**src/hdl/axis_angle_to_rotation_matrix_assert.svh**
```systemverilog
// ----------------------------------------------------------------------------
// Assertion macros for the rotation-vector to rotation-matrix block
// Same-cycle and fixed-delay implication checks on clk, disabled in reset.
// ----------------------------------------------------------------------------
`ifndef AXIS_ANGLE_TO_ROTATION_MATRIX_ASSERT_SVH
`define AXIS_ANGLE_TO_ROTATION_MATRIX_ASSERT_SVH

// same-cycle implication
`define AARM_ASSERT_NOW(lbl, ante, cons) \
	lbl: assert property (@(posedge clk) disable iff (!arst_n) (ante) |-> (cons)) \
		else $error("aarm: check failed");

// implication after a fixed number of cycles
`define AARM_ASSERT_LAT(lbl, ante, dly, cons) \
	lbl: assert property (@(posedge clk) disable iff (!arst_n) (ante) |-> ##dly (cons)) \
		else $error("aarm: latency check failed");

`endif

```
**src/hdl/aarm_pkg.sv**
```systemverilog
// ----------------------------------------------------------------------------
// aarm_pkg
// Shared constants, types and tables of the rotation matrix pipeline.
// ----------------------------------------------------------------------------
`timescale 1ns / 1ps

package aarm_pkg;

	localparam int FX                = 30;
	localparam int CORDIC_ITERS      = 30;
	localparam int DIV_STEPS         = FX + 1;
	localparam int SQRT_STEPS        = 16;
	localparam int SQRT_LAT          = SQRT_STEPS + 2;
	localparam int MAT_LAT           = 5;
	localparam int XY_W              = 34;
	localparam int IN_FRAC_BITS_DEF  = 12;
	localparam int OUT_FRAC_BITS_DEF = 14;

	localparam longint PI_FX          = 64'sd3373259426;
	localparam longint HALF_PI_FX     = 64'sd1686629713;
	localparam longint TWO_PI_FX      = 64'sd6746518852;
	localparam longint CORDIC_GAIN_FX = 64'sd652032874;

	localparam logic REG_THRESHOLD = 1'b0;

	typedef struct packed {
		logic valid;
		logic tiny;
	} aarm_ctl_t;

	// number of binary modulo-2pi reduction steps for the largest angle
	function automatic int red_steps(input int in_frac);
		longint unsigned maxq;
		maxq = (64'd65535 << (FX - in_frac)) / TWO_PI_FX;
		return $clog2(maxq + 64'd1);
	endfunction

	// saturated value of +1.0 in the output field
	function automatic logic [15:0] diag_value(input int out_frac);
		longint one;
		one = longint'(1) << out_frac;
		return (one > 32767) ? 16'd32767 : 16'(one);
	endfunction

	function automatic logic [31:0] atan_fx(input int i);
		logic [31:0] r;
		case (i)
			0:       r = 32'd843314856;
			1:       r = 32'd497837829;
			2:       r = 32'd263043836;
			3:       r = 32'd133525158;
			4:       r = 32'd67021686;
			5:       r = 32'd33543515;
			6:       r = 32'd16775850;
			7:       r = 32'd8388437;
			8:       r = 32'd4194282;
			9:       r = 32'd2097149;
			10:      r = 32'd1048575;
			11:      r = 32'd524287;
			12:      r = 32'd262143;
			13:      r = 32'd131071;
			14:      r = 32'd65535;
			15:      r = 32'd32767;
			16:      r = 32'd16383;
			17:      r = 32'd8191;
			18:      r = 32'd4095;
			19:      r = 32'd2047;
			20:      r = 32'd1023;
			21:      r = 32'd511;
			22:      r = 32'd255;
			23:      r = 32'd127;
			24:      r = 32'd63;
			25:      r = 32'd31;
			26:      r = 32'd15;
			27:      r = 32'd7;
			28:      r = 32'd3;
			29:      r = 32'd1;
			default: r = 32'd0;
		endcase
		return r;
	endfunction

	function automatic logic signed [33:0] rnd30(input logic signed [63:0] v);
		logic signed [63:0] t;
		t = v + (64'sd1 <<< (FX - 1));
		return 34'(t >>> FX);
	endfunction

endpackage

```
**src/hdl/aarm_sqrt.sv**
```systemverilog
// ----------------------------------------------------------------------------
// aarm_sqrt
// Squares, sum and a one-bit-per-stage integer square root of the vector.
// ----------------------------------------------------------------------------
`timescale 1ns / 1ps

module aarm_sqrt (
	input  logic               clk,
	input  logic               arst_n,
	input  logic               in_valid,
	input  logic signed [15:0] in_x,
	input  logic signed [15:0] in_y,
	input  logic signed [15:0] in_z,
	output logic               out_valid,
	output logic [2:0][15:0]   out_vec,
	output logic [15:0]        out_root
);

	localparam int STEPS = aarm_pkg::SQRT_STEPS;

	logic signed [31:0] px, py, pz;
	logic               vld_s1, vld_s2;
	logic [30:0]        sqx_s1, sqy_s1, sqz_s1;
	logic [2:0][15:0]   vec_s1, vec_s2;
	logic [31:0]        sum_s2;

	logic               vld_s  [0:STEPS];
	logic [16:0]        rem_s  [0:STEPS];
	logic [15:0]        root_s [0:STEPS];
	logic [31:0]        n_s    [0:STEPS];
	logic [2:0][15:0]   vec_s  [0:STEPS];

	assign px = in_x * in_x;
	assign py = in_y * in_y;
	assign pz = in_z * in_z;

	always_ff @(posedge clk or negedge arst_n) begin
		if (!arst_n) begin
			vld_s1 <= 1'b0;
			vld_s2 <= 1'b0;
		end else begin
			vld_s1 <= in_valid;
			vld_s2 <= vld_s1;
		end
	end

	always_ff @(posedge clk) begin
		sqx_s1 <= px[30:0];
		sqy_s1 <= py[30:0];
		sqz_s1 <= pz[30:0];
		vec_s1 <= {in_z, in_y, in_x};
		sum_s2 <= 32'(sqx_s1) + 32'(sqy_s1) + 32'(sqz_s1);
		vec_s2 <= vec_s1;
	end

	assign vld_s[0]  = vld_s2;
	assign rem_s[0]  = '0;
	assign root_s[0] = '0;
	assign n_s[0]    = sum_s2;
	assign vec_s[0]  = vec_s2;

	for (genvar g = 0; g < STEPS; g++) begin : g_step
		logic [18:0] cur;
		logic [18:0] trial;

		assign cur   = {rem_s[g], n_s[g][31:30]};
		assign trial = {1'b0, root_s[g], 2'b01};

		always_ff @(posedge clk or negedge arst_n) begin
			if (!arst_n) begin
				vld_s[g+1] <= 1'b0;
			end else begin
				vld_s[g+1] <= vld_s[g];
			end
		end

		always_ff @(posedge clk) begin
			if (cur >= trial) begin
				rem_s[g+1]  <= 17'(cur - trial);
				root_s[g+1] <= {root_s[g][14:0], 1'b1};
			end else begin
				rem_s[g+1]  <= cur[16:0];
				root_s[g+1] <= {root_s[g][14:0], 1'b0};
			end
			n_s[g+1]   <= {n_s[g][29:0], 2'b00};
			vec_s[g+1] <= vec_s[g];
		end
	end

	assign out_valid = vld_s[STEPS];
	assign out_vec   = vec_s[STEPS];
	assign out_root  = root_s[STEPS];

endmodule

```
**config.mk**
```make
export PLATFORM = sky130hd
export DESIGN_NAME = aarm_sqrt
export DESIGN_NICKNAME = d
export VERILOG_FILES = /design/src/hdl/axis_angle_to_rotation_matrix_assert.svh /design/src/hdl/aarm_pkg.sv /design/src/hdl/aarm_sqrt.sv
export SDC_FILE = /design/constraint.sdc
export NUM_CORES = 2
export LEC_CHECK = 0
export ABC_CLOCK_PERIOD_IN_PS = 2800
export BUFFER_PORTS_ARGS = -buffer_cell sky130_fd_sc_hd__buf_2
export CAP_MARGIN = 20
export CORE_ASPECT_RATIO = 0.7
export CORE_MARGIN = 2
export CORE_UTILIZATION = 38
export CTS_CLUSTER_SIZE = 8
export DETAILED_ROUTE_END_ITERATION = 10
export PLACE_DENSITY = 0.53
export SKIP_CTS_REPAIR_TIMING = 1
export SYNTH_ARGS = -nofsm -noshare
export SYNTH_HDL_FRONTEND = slang
export SYNTH_SLANG_ARGS = --single-unit
```
**constraint.sdc**
```tcl
create_clock -name clk -period 2.8 [get_ports clk]
set_input_delay 0.28 -clock clk [delete_from_list [all_inputs] [get_ports clk]]
set_output_delay 0.28 -clock clk [all_outputs]
set_load 0.05 [all_outputs]
```
* After elaboration in Yosys (flattened, before gate mapping)
Cells that the tools add are included.
** Storage, ports and cells
- Memories :: 0
- Register bits after elaboration :: 1624
- Output and inout port bits :: 65
- Word-level logic and storage cells :: 190
- Input port bits :: 51
- Bits in read-only memories :: 0
- Bits in writable memories :: 0
- Bits in latches :: 0
** Operators by class
- Bitwise logic cells :: 0
- Order comparisons :: 16
- Divide/modulo/power cells :: 0
- Shift operators :: 0
- Add/sub/neg operators :: 17
- Equality and inequality tests :: 0
- Reduce and logical (&&, ||, !) cells :: 0
- Multipliers :: 3
- Muxes and demuxes :: 31
** Operator list (count)
- 17-bit two-way mux :: 14
- 16-bit by 16-bit multiplier with 31-bit output :: 3
- 31-bit by 31-bit adder with 32-bit output :: 1
- 32-bit by 31-bit adder with 32-bit output :: 1
- 19-bit by 10-bit greater-or-equal comparator with 1-bit output :: 1
- 19-bit by 11-bit greater-or-equal comparator with 1-bit output :: 1
- 19-bit by 12-bit greater-or-equal comparator with 1-bit output :: 1
- 19-bit by 13-bit greater-or-equal comparator with 1-bit output :: 1
- 19-bit by 14-bit greater-or-equal comparator with 1-bit output :: 1
- 19-bit by 15-bit greater-or-equal comparator with 1-bit output :: 1
- 19-bit by 16-bit greater-or-equal comparator with 1-bit output :: 1
- 19-bit by 17-bit greater-or-equal comparator with 1-bit output :: 1
- 19-bit by 3-bit greater-or-equal comparator with 1-bit output :: 1
- 19-bit by 4-bit greater-or-equal comparator with 1-bit output :: 1
- 19-bit by 5-bit greater-or-equal comparator with 1-bit output :: 1
- 19-bit by 6-bit greater-or-equal comparator with 1-bit output :: 1
- 19-bit by 7-bit greater-or-equal comparator with 1-bit output :: 1
- 19-bit by 8-bit greater-or-equal comparator with 1-bit output :: 1
- 19-bit by 9-bit greater-or-equal comparator with 1-bit output :: 1
- 17-bit by 10-bit subtractor with 17-bit output :: 1
- 17-bit by 11-bit subtractor with 17-bit output :: 1
- 17-bit by 12-bit subtractor with 17-bit output :: 1
- 17-bit by 13-bit subtractor with 17-bit output :: 1
- 17-bit by 14-bit subtractor with 17-bit output :: 1
- 13 further kinds :: 28

* Logic depth before layout (Yosys ltp)
- Depth in word-level cells :: 2
- Mapped depth :: 26
- Gate-level depth less buffers :: 24

* Least setup slack after synthesis
OpenSTA, ideal clock, no wires.
- Kind :: input-to-reg
- From :: in in_z[15]
- To :: reg sqz_s1[30]
- Library setup time :: 121 ps
- Cell stages on the path :: 23
- Path buffers :: 2
- Slack :: -3628 ps
- Arrival time :: 6307 ps
- Data required time :: 2679 ps
- Path through :: clkbuf_1 > clkinv_1 > buf_1 > nor2_1 > fa_1 > inv_1 > fa_1 > inv_1 > fa_1 > fa_1 > fa_1 > inv_1 > fa_1 > inv_1 > ha_1 > nand2_1 > nor2_1 > and2_1 > nand2_1 > o311a_1 > o41ai_1 > a21oi_1 > xnor2_1
** On the way
- Word-level cells in the longest chain between the ends :: 1
** Ends and longest elaborated chain
- start: declaration :: RTL line aarm_sqrt.sv:13 : input logic signed [15:0] in_z,
- 16-bit by 16-bit multiplier with 31-bit output :: RTL line aarm_sqrt.sv:35 : assign pz = in_z * in_z;
- net pz[30] :: RTL line aarm_sqrt.sv:21 : logic signed [31:0] px, py, pz;
- end signal: assignment :: RTL line aarm_sqrt.sv:50 : sqz_s1 <= pz[30:0];
- end: declaration :: RTL line aarm_sqrt.sv:23 : logic [30:0] sqx_s1, sqy_s1, sqz_s1;
The timed path passes the listed nets, and every way through them passes these cells.
A chain may end at the register's enable or synchronous reset.

* Final worst setup path
- From :: in in_x[4]
- To :: reg sqx_s1[29]
** On the way
- Word-level cells in the longest chain between the ends :: 1
** Ends and longest elaborated chain
- start: declaration :: RTL line aarm_sqrt.sv:11 : input logic signed [15:0] in_x,
- 16-bit by 16-bit multiplier with 31-bit output :: RTL line aarm_sqrt.sv:33 : assign px = in_x * in_x;
- net px[29] :: RTL line aarm_sqrt.sv:21
- end signal: assignment :: RTL line aarm_sqrt.sv:48 : sqx_s1 <= px[30:0];
- end: declaration :: RTL line aarm_sqrt.sv:23
The timed path passes the listed nets, and every way through them passes these cells.

==> flow_metrics.py <==
metrics = {
    "clock_tree": {
        "number_of_buffers_inserted_during_clock_tree_synthesis": 220,
        "clock_insertion_delay_worst_skew_ps": 840,
        "clock_tree_buf_depth": 3,
        "cts_max_level": 4,
        "clkTransAtPathRegs_ps": 50,
        "clk_root_buffer_cell": "sky130_fd_sc_hd__clkbuf_16",
        "numClockSinks": 1607,
        "cts_tree": "yes",
    },
    "flow_run": {
        "max_cap_violations": 0,
    },
    "yosys": {
        "netlist.area_leader.share_pct": 45.6,
        "seq_area_frac_synth_pct": 46.2,
        "yosysTopAreaCell": "sky130_fd_sc_hd__dfxtp_1",
        "synth_cells": 6156,
        "synth-seq-cells": 1607,
        "yosysWarnings": 0,
        "synth_area_leaders": "sky130_fd_sc_hd__dfxtp_1 (46%), sky130_fd_sc_hd__fa_1 (21%), sky130_fd_sc_hd__ha_1 (7.7%), sky130_fd_sc_hd__inv_1 (6.4%), sky130_fd_sc_hd__xnor2_1 (2.7%)",
        "fraction_of_synthesis_flops_using_an_asynchronous_set_or_reset_pin_pct": 1.12,
        "post_synth_instance_area_mm2": 0.0698,
        "synth_enable_flop_cells": 0,
        "ys_dominant_reg_cell": "sky130_fd_sc_hd__dfxtp_1",
        "ys_types": 92,
        "syn-mean-instance-area_um2": 11.3,
    },
    "sta": {
        "fin_ws_ps": -2390,
        "unrepaired_setup_endpoints_after_global_routing": "yes",
        "finalSetupViolations": 79,
        "timing.final.max_slew_violations": 0,
        "finalClockSkew_ps": 66.9,
        "timing_worst_slew_pin_value_ps": 761,
        "final_period_minus_worst_setup_slack_ps": 5190,
        "maxSlewHeadroom_pct": 49.1,
        "final-hold-violation-count": 0,
        "min_period_over_period_pct": 185,
        "whs_ps": 105,
        "maxClockFrequency_ghz": 0.193,
    },
    "place": {
        "place.gp.congestion": 0.854,
        "total_half_perimeter_wirelength_after_legalization_and_detailed_placement_mm": 114,
        "pre_cts_slack_ps": -3540,
        "buffer_ports.inserted": 115,
        "post-place-cells": 9288,
    },
    "global_route": {
        "grt_start_max_net_pins": 22,
        "grt.total_usage_pct": 15.6,
        "first_global_vias": 44200,
        "wire_length_of_the_first_global_routing_pass_mm": 232,
        "grt_remaining_overflow": 0,
        "initial_antenna_violation_count": 5,
    },
    "detailed_routing": {
        "routedWlPerCell_um": 14.9,
        "viasPerCell": 4.40,
        "num_vias": 42500,
        "number_of_remaining_drc_errors": 0,
        "antenna_violating_nets_post_route": 0,
        "drt_first_pass_iters": 5,
        "drt_first_iter_violations": 1973,
        "wirelength_mm": 144,
    },
    "die": {
        "boundaryPins": 116,
        "effective_utilization_at_floorplan_pct": 38.3,
        "die-width_um": 516,
        "fp-row-count": 131,
        "floorplan.core_area_mm2": 0.182,
        "die_area_mm2": 0.187,
        "die_height_um": 363,
    },
    "cells_and_area": {
        "layout.cells.non_filler": 9652,
        "layout.core_utilization_pct": 48.8,
        "areaGrowthSynthToFinish_pct": 27.4,
        "post_route_cells_drive_above_1_share_pct": 23.6,
        "nets": 8367,
    },
    "critical_path": {
        "worst_setup_path_start_kind": "input pin",
        "timing.critical_path.to_type": "flip-flop",
        "critical-path-max-stage-delay_ps": 620,
        "critPathRequiredTime_ps": 3510,
        "critical-path-top-cell-by-count": "sky130_fd_sc_hd__fa_1",
        "timing.critical_path.fanout_max": 3,
        "criticalPathCategory": "in -> reg",
        "critical_path.reg2reg.startpoint": "sqz_s1[8]",
        "critPathLaunch": "in_x[4]",
        "timing.critical_path.cells": "buf_12, buf_6, and2_4, buf_6, fa_1, inv_2, fa_1, fa_1, inv_2, fa_1, fa_1, fa_1, ha_4, a21oi_4, o31ai_4, a31oi_4, o31ai_4, buf_12, o31ai_4, o211ai_1, a31o_1, a21oi_2, xnor2_1",
        "crit_arrival_ps": 5900,
        "critPathSlowestCell": "sky130_fd_sc_hd__fa_1",
    },
    "min_path": {
        "holdCritPathClass": "in -> reg",
        "worst_hold_startpoint": "in_y[0]",
    },
    "run_status": {
        "violations": "negative setup slack",
        "outcome": "finished with violations",
    },
}
==> per-layer routing <==
metal	part of all wire, %	track usage [%]	up-vias
met3	5.2	3.42	192
met5	0.0090	0	-
met2	42	22.6	681
met1	51	23.2	20700
li1	-	-	21000
met4	1.9	4.42	2
==> cells in the mapped netlist, types with 10 or more instances <==
cell                          n
sky130_fd_sc_hd__o21bai_1    21
sky130_fd_sc_hd__or2_2       16
sky130_fd_sc_hd__xor2_1      99
sky130_fd_sc_hd__nand2_1    334
sky130_fd_sc_hd__o31ai_1     19
sky130_fd_sc_hd__fa_1       723
sky130_fd_sc_hd__and3_1      14
sky130_fd_sc_hd__dfrtp_1     18
sky130_fd_sc_hd__o21ai_0     80
sky130_fd_sc_hd__dfxtp_1   1589
sky130_fd_sc_hd__a31oi_1     14
sky130_fd_sc_hd__or3_1       27
sky130_fd_sc_hd__nor2b_1     34
sky130_fd_sc_hd__clkbuf_1    73
sky130_fd_sc_hd__nor2_1     262
sky130_fd_sc_hd__nand4b_1    10
sky130_fd_sc_hd__o21ai_1     52
sky130_fd_sc_hd__buf_4       51
sky130_fd_sc_hd__buf_2       10
sky130_fd_sc_hd__a21oi_1    209
sky130_fd_sc_hd__nand2b_1    48
sky130_fd_sc_hd__o21a_1      56
sky130_fd_sc_hd__nor3_1      69
sky130_fd_sc_hd__a21o_1      79
sky130_fd_sc_hd__xnor2_1    217
sky130_fd_sc_hd__and2_1     127
sky130_fd_sc_hd__nor4_1      20
sky130_fd_sc_hd__nand3_1     42
sky130_fd_sc_hd__nand4_1     36
sky130_fd_sc_hd__mux2_1      13
sky130_fd_sc_hd__a211oi_1    17
sky130_fd_sc_hd__nand3b_1    11
sky130_fd_sc_hd__ha_1       428
sky130_fd_sc_hd__inv_1     1189
==> cell families after synthesis <==
kind of cell,count (synthesis),synth area share [%]
other,1,0.00537
AOI/OAI and AO/OA,643,6.00
and+or+nand+nor,1078,7.51
adders and majority gates,1151,28.4
xor gates and xnor gates,316,3.97
buffers and inverters,1335,7.47
muxes,25,0.398
DFF,1607,46.2
==> cells in the final DEF (no fill, tap or decap), types with 22 or more instances in the layout <==
master / n
sky130_fd_sc_hd__o21ai_2: 22
sky130_fd_sc_hd__a21oi_2: 38
sky130_fd_sc_hd__a21o_1: 78
sky130_fd_sc_hd__o21a_1: 55
sky130_fd_sc_hd__nor2_2: 22
sky130_fd_sc_hd__inv_2: 84
sky130_fd_sc_hd__ha_4: 76
sky130_fd_sc_hd__or3_1: 24
sky130_fd_sc_hd__nand2b_1: 46
sky130_fd_sc_hd__dfxtp_1: 1575
sky130_fd_sc_hd__buf_4: 654
sky130_fd_sc_hd__o21ai_1: 41
sky130_fd_sc_hd__nand2_2: 24
sky130_fd_sc_hd__inv_1: 1102
sky130_fd_sc_hd__buf_6: 86
sky130_fd_sc_hd__nor3_1: 62
sky130_fd_sc_hd__fa_1: 692
sky130_fd_sc_hd__nor2_1: 222
sky130_fd_sc_hd__nor2b_1: 31
sky130_fd_sc_hd__and2_1: 95
sky130_fd_sc_hd__dlygate4sd3_1: 51
sky130_fd_sc_hd__fa_2: 31
sky130_fd_sc_hd__clkbuf_16: 224
sky130_fd_sc_hd__and2_4: 32
sky130_fd_sc_hd__ha_1: 344
sky130_fd_sc_hd__o21ai_0: 64
sky130_fd_sc_hd__xnor2_1: 187
sky130_fd_sc_hd__nand2_1: 294
sky130_fd_sc_hd__a21oi_1: 160
sky130_fd_sc_hd__xor2_1: 92
sky130_fd_sc_hd__xnor2_2: 28
sky130_fd_sc_hd__buf_2: 75
sky130_fd_sc_hd__buf_12: 33
sky130_fd_sc_hd__nand3_1: 38
sky130_fd_sc_hd__nand4_1: 36
==> sequential cells by signal (all words and copies together) (netlist names) <==
name / flops
vld_s2: 1
g_step.trial: 120
sqx_s1: 29
out_valid: 1
sqy_s1: 29
sum_s2: 32
vec_s1: 48
g_step.cur: 260
out_vec: 48
vld_s: 15
vec_s: 768
vld_s1: 1
n_s: 210
sqz_s1: 29
out_root: 16
==> critical path, delay by kind of cell <==
family / cells / cell delay [ps]
buf+inv: 6 / 560
simple gates: 1 / 160
xor+xnor: 1 / 140
fa+ha+maj: 7 / 3390
compound gates: 8 / 1340
==> area by class of cell <==
class	count	area [um^2]
fillers	16600	93300
clock buffers	231	5590
repair buffers	922	7790
multi-input cells	3218	35300
inverters	1196	4530
diodes	1	2.50
well taps	2460	3080
clock inverters	17	389
flip-flops and latches	1607	32300
==> final timing paths <==
kind / to / slack [ps] / cells after the start
max reg2reg: sum_s2[30] / -100 / 11
max in group asynchronous: vld_s1 / 1680 / 3
max: sqx_s1[29] / -2390 / 23
min in group asynchronous: vld_s[2] / 590 / 3
min: sqy_s1[2] / 100 / 4
min reg2reg: vec_s[682] / 270 / 0
==> stage by stage <==
stage          TNS (ps)  cell area (um^2)
3_5_place_dp    -205760             79200
6_report        -125730             88900
3_3_place_gp    -204680             79200
4_1_cts         -140450             85200
2_1_floorplan   -148410             71400
5_1_grt         -134910             88900
Power is not shown: default switching activity piles up to over one toggle a cycle in this logic, so the estimate is an artifact.
